**src/design/fsq_pkg.sv**
```systemverilog
// Shared types and constants for the FIFO / shortest-first request queue.
// No dependencies; compiled before every other file of the block.
package fsq_pkg;

  localparam int ID_W     = 16;
  localparam int LEN_W    = 32;
  localparam int STATUS_W = 2;
  localparam int CAP_W    = 5;

  // Opcodes of an input transaction
  localparam logic OP_ENQUEUE = 1'b0;
  localparam logic OP_DEQUEUE = 1'b1;

  // Result status codes
  localparam logic [STATUS_W-1:0] ST_ACCEPTED = 2'd0;
  localparam logic [STATUS_W-1:0] ST_FULL     = 2'd1;
  localparam logic [STATUS_W-1:0] ST_DEQUEUED = 2'd2;
  localparam logic [STATUS_W-1:0] ST_EMPTY    = 2'd3;

  // Configuration register indexes and values
  localparam logic CFG_POLICY   = 1'b0;
  localparam logic CFG_CAPACITY = 1'b1;

  localparam logic POLICY_FIFO = 1'b0;
  localparam logic POLICY_SJN  = 1'b1;

  localparam logic [CAP_W-1:0] CAP_RESET = 5'd16;

  // Command broadcast from the controller to every cell
  typedef enum logic [1:0] {
    CMD_NONE   = 2'd0,
    CMD_PUSH   = 2'd1,
    CMD_REMOVE = 2'd2
  } fsq_op_t;

  typedef struct packed {
    fsq_op_t           op;
    logic [ID_W-1:0]   id;
    logic [LEN_W-1:0]  len;
  } fsq_cmd_t;

  // Running-minimum token that walks along the cell chain
  typedef struct packed {
    logic              valid;
    logic              found;
    logic [ID_W-1:0]   id;
    logic [LEN_W-1:0]  len;
  } fsq_tok_t;

endpackage

```
**src/design/fsq_in_if.sv**
```systemverilog
// Input channel of the request queue: valid/ready handshake with request payload.
// Depends on fsq_pkg for field widths.
interface fsq_in_if;
  import fsq_pkg::*;

  logic              valid;
  logic              ready;
  logic              opcode;
  logic [ID_W-1:0]   request_id;
  logic [LEN_W-1:0]  request_length;

  modport source (output valid, output opcode, output request_id, output request_length,
                  input ready);
  modport sink   (input valid, input opcode, input request_id, input request_length,
                  output ready);
endinterface

```
**src/design/fsq_out_if.sv**
```systemverilog
// Result channel of the request queue: valid/ready handshake with status payload.
// Depends on fsq_pkg for field widths.
interface fsq_out_if;
  import fsq_pkg::*;

  logic                 valid;
  logic                 ready;
  logic [STATUS_W-1:0]  status;
  logic [ID_W-1:0]      out_id;
  logic [LEN_W-1:0]     out_length;

  modport source (output valid, output status, output out_id, output out_length,
                  input ready);
  modport sink   (input valid, input status, input out_id, input out_length,
                  output ready);
endinterface

```
**src/design/fsq_cell.sv**
```systemverilog
// One queue slot of the cell chain: holds an entry, loads on push, closes up on
// removal and passes the running-minimum token on. Depends on fsq_pkg.
module fsq_cell #(
  parameter int IDX_W = 4,
  parameter int POS   = 0
) (
  input  logic                      clk,
  input  logic                      rst_n,
  input  fsq_pkg::fsq_cmd_t         cmd,
  input  logic [IDX_W-1:0]          rm_pos,
  input  logic                      prev_valid,
  input  logic                      next_valid,
  input  logic [fsq_pkg::ID_W-1:0]  next_id,
  input  logic [fsq_pkg::LEN_W-1:0] next_len,
  input  fsq_pkg::fsq_tok_t         tok_in,
  input  logic [IDX_W-1:0]          tok_pos_in,
  output fsq_pkg::fsq_tok_t         tok_out,
  output logic [IDX_W-1:0]          tok_pos_out,
  output logic                      valid,
  output logic [fsq_pkg::ID_W-1:0]  id,
  output logic [fsq_pkg::LEN_W-1:0] len
);
  import fsq_pkg::*;

  localparam logic [IDX_W-1:0] MY_POS = IDX_W'(POS);

  logic              valid_r, valid_nxt;
  logic [ID_W-1:0]   id_r, id_nxt;
  logic [LEN_W-1:0]  len_r, len_nxt;
  fsq_tok_t          tok_r, tok_nxt;
  logic [IDX_W-1:0]  tok_pos_r, tok_pos_nxt;

  // Load on push into the first free slot, close up on removal at or below us
  always_comb begin
    valid_nxt = valid_r;
    id_nxt    = id_r;
    len_nxt   = len_r;
    case (cmd.op)
      CMD_PUSH: begin
        if (!valid_r && prev_valid) begin
          valid_nxt = 1'b1;
          id_nxt    = cmd.id;
          len_nxt   = cmd.len;
        end
      end
      CMD_REMOVE: begin
        if (rm_pos <= MY_POS) begin
          valid_nxt = next_valid;
          id_nxt    = next_id;
          len_nxt   = next_len;
        end
      end
      default: ;
    endcase
  end

  // Replace the token's best entry when ours is strictly shorter (ties stay oldest)
  always_comb begin
    tok_nxt     = tok_in;
    tok_pos_nxt = tok_pos_in;
    if (tok_in.valid && valid_r && (!tok_in.found || (len_r < tok_in.len))) begin
      tok_nxt.found = 1'b1;
      tok_nxt.id    = id_r;
      tok_nxt.len   = len_r;
      tok_pos_nxt   = MY_POS;
    end
  end

  always_ff @(posedge clk) begin
    if (!rst_n) begin
      valid_r     <= 1'b0;
      tok_r.valid <= 1'b0;
    end else begin
      valid_r <= valid_nxt;
      tok_r   <= tok_nxt;
    end
  end

  // Payload holds no reset
  always_ff @(posedge clk) begin
    id_r      <= id_nxt;
    len_r     <= len_nxt;
    tok_pos_r <= tok_pos_nxt;
  end

  assign valid       = valid_r;
  assign id          = id_r;
  assign len         = len_r;
  assign tok_out     = tok_r;
  assign tok_pos_out = tok_pos_r;

endmodule

```
**src/design/fifo_or_shortest_first_queue.sv**
```systemverilog
// Bounded request queue with FIFO or shortest-length-first dequeue, built as a cell chain.
// Enqueue, empty dequeue and FIFO dequeue: result registered in the cycle after acceptance,
// one transaction per cycle while the result side keeps up.
// Shortest-first dequeue: the minimum token walks the chain one cell per cycle, then the
// chosen entry is emitted once the result side is free and the younger cells close up.
// Synchronous reset clears all slots, occupancy and results; policy FIFO, capacity 16.
module fifo_or_shortest_first_queue #(
  parameter int QUEUE_DEPTH = 16
) (
  input  logic                      clk,
  input  logic                      rst_n,
  fsq_in_if.sink                    in_ch,
  fsq_out_if.source                 out_ch,
  input  logic                      cfg_we,
  input  logic                      cfg_index,
  input  logic [fsq_pkg::CAP_W-1:0] cfg_wdata
);
  import fsq_pkg::*;

  localparam int IDX_W = $clog2(QUEUE_DEPTH);
  localparam int OCC_W = $clog2(QUEUE_DEPTH + 1);
  localparam int CMP_W = (OCC_W > CAP_W) ? OCC_W : CAP_W;

  typedef enum logic [1:0] {
    S_IDLE = 2'd0,
    S_SCAN = 2'd1,
    S_EMIT = 2'd2
  } state_t;

  // Configuration registers
  logic              policy_r;
  logic [CAP_W-1:0]  capacity_r;

  always_ff @(posedge clk) begin
    if (!rst_n) begin
      policy_r   <= POLICY_FIFO;
      capacity_r <= CAP_RESET;
    end else if (cfg_we) begin
      case (cfg_index)
        CFG_POLICY:   policy_r   <= cfg_wdata[0];
        CFG_CAPACITY: capacity_r <= cfg_wdata;
        default: ;
      endcase
    end
  end

  // Chain wiring
  logic [QUEUE_DEPTH-1:0] cell_valid;
  logic [ID_W-1:0]        cell_id  [QUEUE_DEPTH];
  logic [LEN_W-1:0]       cell_len [QUEUE_DEPTH];
  fsq_tok_t               tok      [QUEUE_DEPTH+1];
  logic [IDX_W-1:0]       tok_pos  [QUEUE_DEPTH+1];
  fsq_tok_t               scan_tok;
  fsq_cmd_t               cmd;
  logic [IDX_W-1:0]       rm_pos;

  // Feed the scan start token into the head of the chain
  assign tok[0]     = scan_tok;
  assign tok_pos[0] = '0;

  for (genvar i = 0; i < QUEUE_DEPTH; i++) begin : g_cell
    logic              nb_valid;
    logic [ID_W-1:0]   nb_id;
    logic [LEN_W-1:0]  nb_len;
    logic              pv_valid;

    if (i == QUEUE_DEPTH - 1) begin : g_last
      assign nb_valid = 1'b0;
      assign nb_id    = '0;
      assign nb_len   = '0;
    end else begin : g_mid
      assign nb_valid = cell_valid[i+1];
      assign nb_id    = cell_id[i+1];
      assign nb_len   = cell_len[i+1];
    end

    if (i == 0) begin : g_first
      assign pv_valid = 1'b1;
    end else begin : g_rest
      assign pv_valid = cell_valid[i-1];
    end

    fsq_cell #(
      .IDX_W (IDX_W),
      .POS   (i)
    ) u_cell (
      .clk         (clk),
      .rst_n       (rst_n),
      .cmd         (cmd),
      .rm_pos      (rm_pos),
      .prev_valid  (pv_valid),
      .next_valid  (nb_valid),
      .next_id     (nb_id),
      .next_len    (nb_len),
      .tok_in      (tok[i]),
      .tok_pos_in  (tok_pos[i]),
      .tok_out     (tok[i+1]),
      .tok_pos_out (tok_pos[i+1]),
      .valid       (cell_valid[i]),
      .id          (cell_id[i]),
      .len         (cell_len[i])
    );
  end

  // Effective capacity: saturate to 1..QUEUE_DEPTH
  logic [CMP_W-1:0] cap_ext, eff_cap;
  logic             full;

  assign cap_ext = CMP_W'(capacity_r);
  assign eff_cap = (cap_ext == '0) ? CMP_W'(1) :
                   ((cap_ext > CMP_W'(QUEUE_DEPTH)) ? CMP_W'(QUEUE_DEPTH) : cap_ext);

  // Controller state and result registers
  state_t            state_r, state_nxt;
  logic [OCC_W-1:0]  occ_r, occ_nxt;
  logic              out_valid_r, out_valid_nxt;
  logic [STATUS_W-1:0] status_r, status_nxt;
  logic [ID_W-1:0]   out_id_r, out_id_nxt;
  logic [LEN_W-1:0]  out_len_r, out_len_nxt;
  logic [ID_W-1:0]   best_id_r, best_id_nxt;
  logic [LEN_W-1:0]  best_len_r, best_len_nxt;
  logic [IDX_W-1:0]  best_pos_r, best_pos_nxt;
  logic              out_free, in_fire;

  assign full     = CMP_W'(occ_r) >= eff_cap;
  assign out_free = !out_valid_r || out_ch.ready;
  assign in_ch.ready = (state_r == S_IDLE) && out_free;
  assign in_fire  = in_ch.valid && in_ch.ready;

  // Decode the transaction, drive the cell command and the scan start token
  always_comb begin
    state_nxt     = state_r;
    occ_nxt       = occ_r;
    out_valid_nxt = out_valid_r && !out_ch.ready;
    status_nxt    = status_r;
    out_id_nxt    = out_id_r;
    out_len_nxt   = out_len_r;
    best_id_nxt   = best_id_r;
    best_len_nxt  = best_len_r;
    best_pos_nxt  = best_pos_r;
    cmd.op        = CMD_NONE;
    cmd.id        = in_ch.request_id;
    cmd.len       = in_ch.request_length;
    rm_pos        = '0;
    scan_tok      = '0;

    case (state_r)
      S_IDLE: begin
        if (in_fire) begin
          out_valid_nxt = 1'b1;
          out_id_nxt    = '0;
          out_len_nxt   = '0;
          if (in_ch.opcode == OP_ENQUEUE) begin
            if (full) begin
              status_nxt = ST_FULL;
            end else begin
              status_nxt = ST_ACCEPTED;
              cmd.op     = CMD_PUSH;
              occ_nxt    = occ_r + OCC_W'(1);
            end
          end else if (occ_r == '0) begin
            status_nxt = ST_EMPTY;
          end else if (policy_r == POLICY_FIFO) begin
            status_nxt  = ST_DEQUEUED;
            out_id_nxt  = cell_id[0];
            out_len_nxt = cell_len[0];
            cmd.op      = CMD_REMOVE;
            occ_nxt     = occ_r - OCC_W'(1);
          end else begin
            // Launch the minimum search; result comes later
            out_valid_nxt  = 1'b0;
            scan_tok.valid = 1'b1;
            state_nxt      = S_SCAN;
          end
        end
      end
      S_SCAN: begin
        // Capture the winner as the token leaves the last cell
        if (tok[QUEUE_DEPTH].valid) begin
          best_id_nxt  = tok[QUEUE_DEPTH].id;
          best_len_nxt = tok[QUEUE_DEPTH].len;
          best_pos_nxt = tok_pos[QUEUE_DEPTH];
          state_nxt    = S_EMIT;
        end
      end
      S_EMIT: begin
        if (out_free) begin
          out_valid_nxt = 1'b1;
          status_nxt    = ST_DEQUEUED;
          out_id_nxt    = best_id_r;
          out_len_nxt   = best_len_r;
          cmd.op        = CMD_REMOVE;
          rm_pos        = best_pos_r;
          occ_nxt       = occ_r - OCC_W'(1);
          state_nxt     = S_IDLE;
        end
      end
      default: state_nxt = S_IDLE;
    endcase
  end

  always_ff @(posedge clk) begin
    if (!rst_n) begin
      state_r     <= S_IDLE;
      occ_r       <= '0;
      out_valid_r <= 1'b0;
    end else begin
      state_r     <= state_nxt;
      occ_r       <= occ_nxt;
      out_valid_r <= out_valid_nxt;
    end
    status_r   <= status_nxt;
    out_id_r   <= out_id_nxt;
    out_len_r  <= out_len_nxt;
    best_id_r  <= best_id_nxt;
    best_len_r <= best_len_nxt;
    best_pos_r <= best_pos_nxt;
  end

  assign out_ch.valid      = out_valid_r;
  assign out_ch.status     = status_r;
  assign out_ch.out_id     = out_id_r;
  assign out_ch.out_length = out_len_r;

  // Occupancy tracks the number of filled cells
  a_occ_matches_cells: assert property (@(posedge clk) disable iff (!rst_n)
    $countones(cell_valid) == int'(occ_r))
    else $error("occupancy differs from filled cell count");

  // Filled cells are packed from the head end with no gaps
  a_cells_contiguous: assert property (@(posedge clk) disable iff (!rst_n)
    ((cell_valid + QUEUE_DEPTH'(1)) & cell_valid) == '0)
    else $error("gap in the cell chain");

  // A token reaching the end of the chain always carries a winner
  a_tok_found: assert property (@(posedge clk) disable iff (!rst_n)
    tok[QUEUE_DEPTH].valid |-> (tok[QUEUE_DEPTH].found && state_r == S_SCAN))
    else $error("scan token finished without a winner or outside a scan");

  // A shortest-first dequeue reduces occupancy by one once emitted
  a_emit_pops: assert property (@(posedge clk) disable iff (!rst_n)
    (state_r == S_EMIT && out_free) |=> (occ_r == $past(occ_r) - OCC_W'(1)))
    else $error("emit did not remove an entry");

  // Occupancy never exceeds the storage depth
  a_occ_bound: assert property (@(posedge clk) disable iff (!rst_n)
    CMP_W'(occ_r) <= CMP_W'(QUEUE_DEPTH))
    else $error("occupancy above queue depth");

endmodule

```
**src/flat_wrapper.sv**
```systemverilog
// flat-port wrapper written by rule: the top's interface ports become plain ports
module fifo_or_shortest_first_queue_flat import fsq_pkg::*;
#(
  parameter int QUEUE_DEPTH = 16
)
  (clk, rst_n, cfg_we, cfg_index, cfg_wdata, in_ch_valid, in_ch_opcode, in_ch_request_id, in_ch_request_length, in_ch_ready, out_ch_valid, out_ch_status, out_ch_out_id, out_ch_out_length, out_ch_ready);
  fsq_in_if in_ch_i ();
  fsq_out_if out_ch_i ();
  input  logic clk;
  input  logic rst_n;
  input  logic cfg_we;
  input  logic cfg_index;
  input  logic [fsq_pkg::CAP_W-1:0] cfg_wdata;
  input wire logic [$bits(in_ch_i.valid)-1:0] in_ch_valid;
  input wire logic [$bits(in_ch_i.opcode)-1:0] in_ch_opcode;
  input wire logic [$bits(in_ch_i.request_id)-1:0] in_ch_request_id;
  input wire logic [$bits(in_ch_i.request_length)-1:0] in_ch_request_length;
  output wire logic [$bits(in_ch_i.ready)-1:0] in_ch_ready;
  output wire logic [$bits(out_ch_i.valid)-1:0] out_ch_valid;
  output wire logic [$bits(out_ch_i.status)-1:0] out_ch_status;
  output wire logic [$bits(out_ch_i.out_id)-1:0] out_ch_out_id;
  output wire logic [$bits(out_ch_i.out_length)-1:0] out_ch_out_length;
  input wire logic [$bits(out_ch_i.ready)-1:0] out_ch_ready;
  assign in_ch_i.valid = in_ch_valid;
  assign in_ch_i.opcode = in_ch_opcode;
  assign in_ch_i.request_id = in_ch_request_id;
  assign in_ch_i.request_length = in_ch_request_length;
  assign in_ch_ready = in_ch_i.ready;
  assign out_ch_valid = out_ch_i.valid;
  assign out_ch_status = out_ch_i.status;
  assign out_ch_out_id = out_ch_i.out_id;
  assign out_ch_out_length = out_ch_i.out_length;
  assign out_ch_i.ready = out_ch_ready;
  fifo_or_shortest_first_queue #(.QUEUE_DEPTH(QUEUE_DEPTH)) u_core (.clk(clk), .rst_n(rst_n), .in_ch(in_ch_i), .out_ch(out_ch_i), .cfg_we(cfg_we), .cfg_index(cfg_index), .cfg_wdata(cfg_wdata));
endmodule
```
**config.mk**
```make
export PLATFORM = sky130hd
export DESIGN_NAME = fifo_or_shortest_first_queue_flat
export DESIGN_NICKNAME = d
export VERILOG_FILES = /design/src/design/fsq_pkg.sv /design/src/design/fsq_in_if.sv /design/src/design/fsq_out_if.sv /design/src/design/fsq_cell.sv /design/src/design/fifo_or_shortest_first_queue.sv /design/src/flat_wrapper.sv
export SDC_FILE = /design/constraint.sdc
export NUM_CORES = 2
export LEC_CHECK = 0
export BUFFER_PORTS_ARGS = -buffer_cell sky130_fd_sc_hd__buf_2
export CELL_PAD_IN_SITES_DETAIL_PLACEMENT = 0
export CELL_PAD_IN_SITES_GLOBAL_PLACEMENT = 1
export CORE_UTILIZATION = 47
export DETAILED_ROUTE_END_ITERATION = 10
export GPL_TIMING_DRIVEN = 1
export PLACE_DENSITY = 0.74
export SYNTH_ARGS = -nofsm -noshare
export SYNTH_HDL_FRONTEND = slang
export SYNTH_SLANG_ARGS = --single-unit
```
**constraint.sdc**
```tcl
create_clock -name clk -period 15.6 [get_ports clk]
set_input_delay 3.12 -clock clk [delete_from_list [all_inputs] [get_ports clk]]
set_output_delay 3.12 -clock clk [all_outputs]
set_load 0.01 [all_outputs]
```
==> impl_metrics.tcl <==
set metrics [dict create \
    status "complete, but fails checks" \
    failed_checks "capacitance limit, slew limit" \
    critPathKind "in -> reg" \
    cts.sinks 1748 \
    tritoncts "done" \
    ys_warn_count 0 \
    crit_top_cell "inv_2" \
    synth.cell_area_um2 94000 \
    wl_per_cell_um 26.4 \
    maxCapViolCount 1 \
    power_frac_seq 0.488 \
    postCtsSetupBuffers 0 \
    setup_viol 0 \
    yosysTopAreaCellShare 0.528 \
    fin_crit_ps 7880 \
    critPathLaunch "out_ch_ready" \
    ios 112 \
    core_area_um2 198000 \
    rrSetupSlack_ps 9590 \
    nets 9479 \
    multi_input_area_um2 37900 \
    postSynthCellCount 9160 \
    finalHoldViolCount 0 \
    dp_hpwl_um 201000 \
    critPathMaxFanout 73 \
    routed_wl_um 310000 \
    die_y_um 449 \
    slowest_stage "nor3_2" \
    p_comb_frac 0.128 \
    fmaxAchievable_ghz 0.127 \
    drc_errors 0 \
    fillers 17400 \
    drt_first_pass_iters 6 \
    synth-async-reset-ratio 0 \
    period_share 0.505 \
    htreeDepth 4 \
    grt_max_degree 204 \
    crit_chain "buf_2 -> nor2b_1 -> or3_1 -> inv_2 -> nand2_1 -> inv_1 -> ha_4 -> inv_2 -> nor3_2 -> nand2_1 -> o21ai_0 -> inv_2" \
    timing.rr.start "u_core.state_r[1]" \
    num_vias 72300 \
    clk_latency_ps 850 \
    num_rows 163 \
    worstPathRequired_ps 16020 \
    drive_gt1_frac 0.103 \
    drv_slew 2 \
    ys_types 67 \
    die_width_um 449 \
    final.setup.tns_ps 0 \
    ys.flop_type "edfxtp_1" \
    root_buffer "clkbuf_16" \
    grt_pass1_vias 65900 \
    synth_top_area_cell "edfxtp_1" \
    clk_pin_slew_ps 60 \
    worst_setup_path_start_kind "input port" \
    synth_area_per_cell_um2 10.3 \
    placed_cells 11400 \
    cts_resized 0 \
    seqCellArea_um2 51500 \
    synth.ff_latch_count 1748 \
    whs_ps 403 \
    track_usage 0.299 \
    worst_slew_pin_slew_ps 1510 \
    syn2layout_area_growth_pct 9.75 \
    antenna_found_initial 11 \
    drt_iter0_drc 8775 \
    rsz0062_at_grt "false" \
    syn_nets 9694 \
    leakage_nw 37.9 \
    critPathCaptureType "flop" \
    min_path_type "reg -> reg" \
    internal_power_w 0.00892 \
    synth_area_leaders "edfxtp_1 53%, nand2_1 9.9%, ha_1 6.3%" \
    peakVddDrop_uv 122 \
    overflow 0 \
    cellPowerDensity_nw_per_um2 121 \
    ant_nets 0 \
    place_congestion 0.896 \
    clockBufferDepth 3 \
    seq_area_frac_synth 0.548 \
    cts-buffers-inserted 193 \
    synth_edf_count 1653 \
    ctsHoldBuffers 0 \
    crit_arrival_ps 8300 \
    portBuffers 111 \
    final_cells 11800 \
    clock_skew_ps 38.7 \
    dieArea_um2 202000 \
    min_from "u_core.g_cell[15].u_cell.tok_pos_out[3]" \
    initial_core_util 0.475 \
    grt_pass1_wl_um 448000 \
    p_sw_frac 0.287 \
    via_per_inst 6.15 \
    p_switching_w 0.00359 \
    relSlewSlack -0.0208 \
    pwr-share-clk 0.383 \
    cp_slowest_stage_delay_ps 1050 \
]
per-stage QoR:
step	util	worst slack [ps]	instance area, µm²	total power [W]
global route	0.521	7360	103000	0.0129
global placement	0.488	6800	96600	0.00772
detailed placement	0.488	6980	96600	0.00775
finish	0.521	7720	103000	0.0125
CTS	0.521	7870	103000	0.0125
floorplan	-	5880	94000	0.00697
cells by family after synthesis:
family | synth area share
xor gates and xnor gates | 0.0000932
muxes | 0.0367
DFF | 0.548
buffers and inverters | 0.0518
and+or+nand+nor | 0.181
adders and majority gates | 0.0631
AOI/OAI and AO/OA | 0.119
worst paths after layout:
path | end | depth (start not counted)
worst min-delay path | u_core.best_pos_r[3] | 0
worst max-delay path | u_core.g_cell[13].u_cell.id[8] | 12
worst min register to register | u_core.best_pos_r[3] | 0
worst max register to register | u_core.g_cell[13].u_cell.id[8] | 11
power groups by stage:
| stage | clock network, W | logic [W] | registers [W] |
|---|---|---|---|
| finish | 0.00480 | 0.00161 | 0.00611 |
| global route | 0.00501 | 0.00176 | 0.00613 |
| CTS | 0.00485 | 0.00159 | 0.00609 |
| detailed placement | 0 | 0.00158 | 0.00618 |
| global placement | 0 | 0.00154 | 0.00618 |
| floorplan | 0 | 0.000994 | 0.00598 |
Yosys cell counts (7+ instances only):
library cell,n
nor3_1,30
a21oi_1,224
a221oi_1,21
a311oi_1,11
or3_1,20
or2_2,15
nor4_1,8
a221o_1,9
buf_2,78
o311ai_0,347
a41oi_1,8
and3_1,7
inv_1,549
mux2_2,242
nand4_1,64
and2_1,92
o311ai_1,94
dfxtp_1,95
a211oi_1,8
ha_1,474
o21ai_0,426
buf_1,12
nand3b_1,415
nand2b_1,25
a21o_1,38
buf_6,24
mux2_4,46
edfxtp_1,1653
nor2_1,85
nor3b_1,24
nand3_1,464
nor2b_1,7
nand2_1,2468
clkbuf_1,554
a31oi_1,421
o211ai_1,13
a21boi_0,10
state kept, by name, summed over array words and instances (netlist names):
register                          count
u_core.out_ch.out_id                 16
u_core.g_cell.u_cell.id             256
u_core.best_pos_r                     4
u_core.state_r                        2
u_core.occ_r                          5
u_core.g_cell.u_cell.len            512
u_core.g_cell.u_cell.tok_pos_out     49
u_core.cap_ext                        5
u_core.policy_r                       1
u_core.g_cell.u_cell.valid           16
u_core.best_len_r                    32
u_core.out_ch.out_length             32
u_core.best_id_r                     16
u_core.g_cell.u_cell.tok_out        799
u_core.out_ch.status                  2
u_core.out_ch.valid                   1
cells in the final DEF, fill, tap and decap left out, types with 37 or more instances in the layout:
cell type,n
a21o_1,38
a21oi_1,224
a31oi_1,417
and2_1,83
buf_2,111
buf_4,145
clkbuf_16,194
clkinv_2,37
dfxtp_1,95
edfxtp_1,1653
ha_1,473
inv_1,547
mux2_2,242
mux2_4,46
nand2_1,2464
nand3_1,464
nand3b_1,415
nand4_1,64
nor2_1,84
o21ai_0,425
o311ai_0,338
o311ai_1,103
layer usage:
layer / part of all wire / global-route usage / vias up
met1: 0.43 / 0.429 / 35500
met5: 0.00020 / 0 / -
li1: - / - / 33000
met2: 0.43 / 0.440 / 3179
met4: 0.050 / 0.137 / 10
met3: 0.085 / 0.0504 / 551
final cells by class:
| class | instances | share of cell area |
|---|---|---|
| clock inverter | 126 | 0.0142 |
| clock buffer | 234 | 0.0497 |
| tap | 2640 | 0.0320 |
| sequential | 1748 | 0.500 |
| multi-input combinational | 6191 | 0.368 |
| timing repair buffer | 261 | 0.0169 |
| inverter | 550 | 0.0200 |
| antenna | 2 | 0.0000485 |
worst max-delay path, delay by kind of cell:
family / cells / cell delay [ps]
adders and majority gates: 1 / 790
and+or+nand+nor: 5 / 2170
AOI/OAI and AO/OA: 1 / 500
buffers and inverters: 5 / 1620
Note: power is estimated with default switching activity, not from simulation.
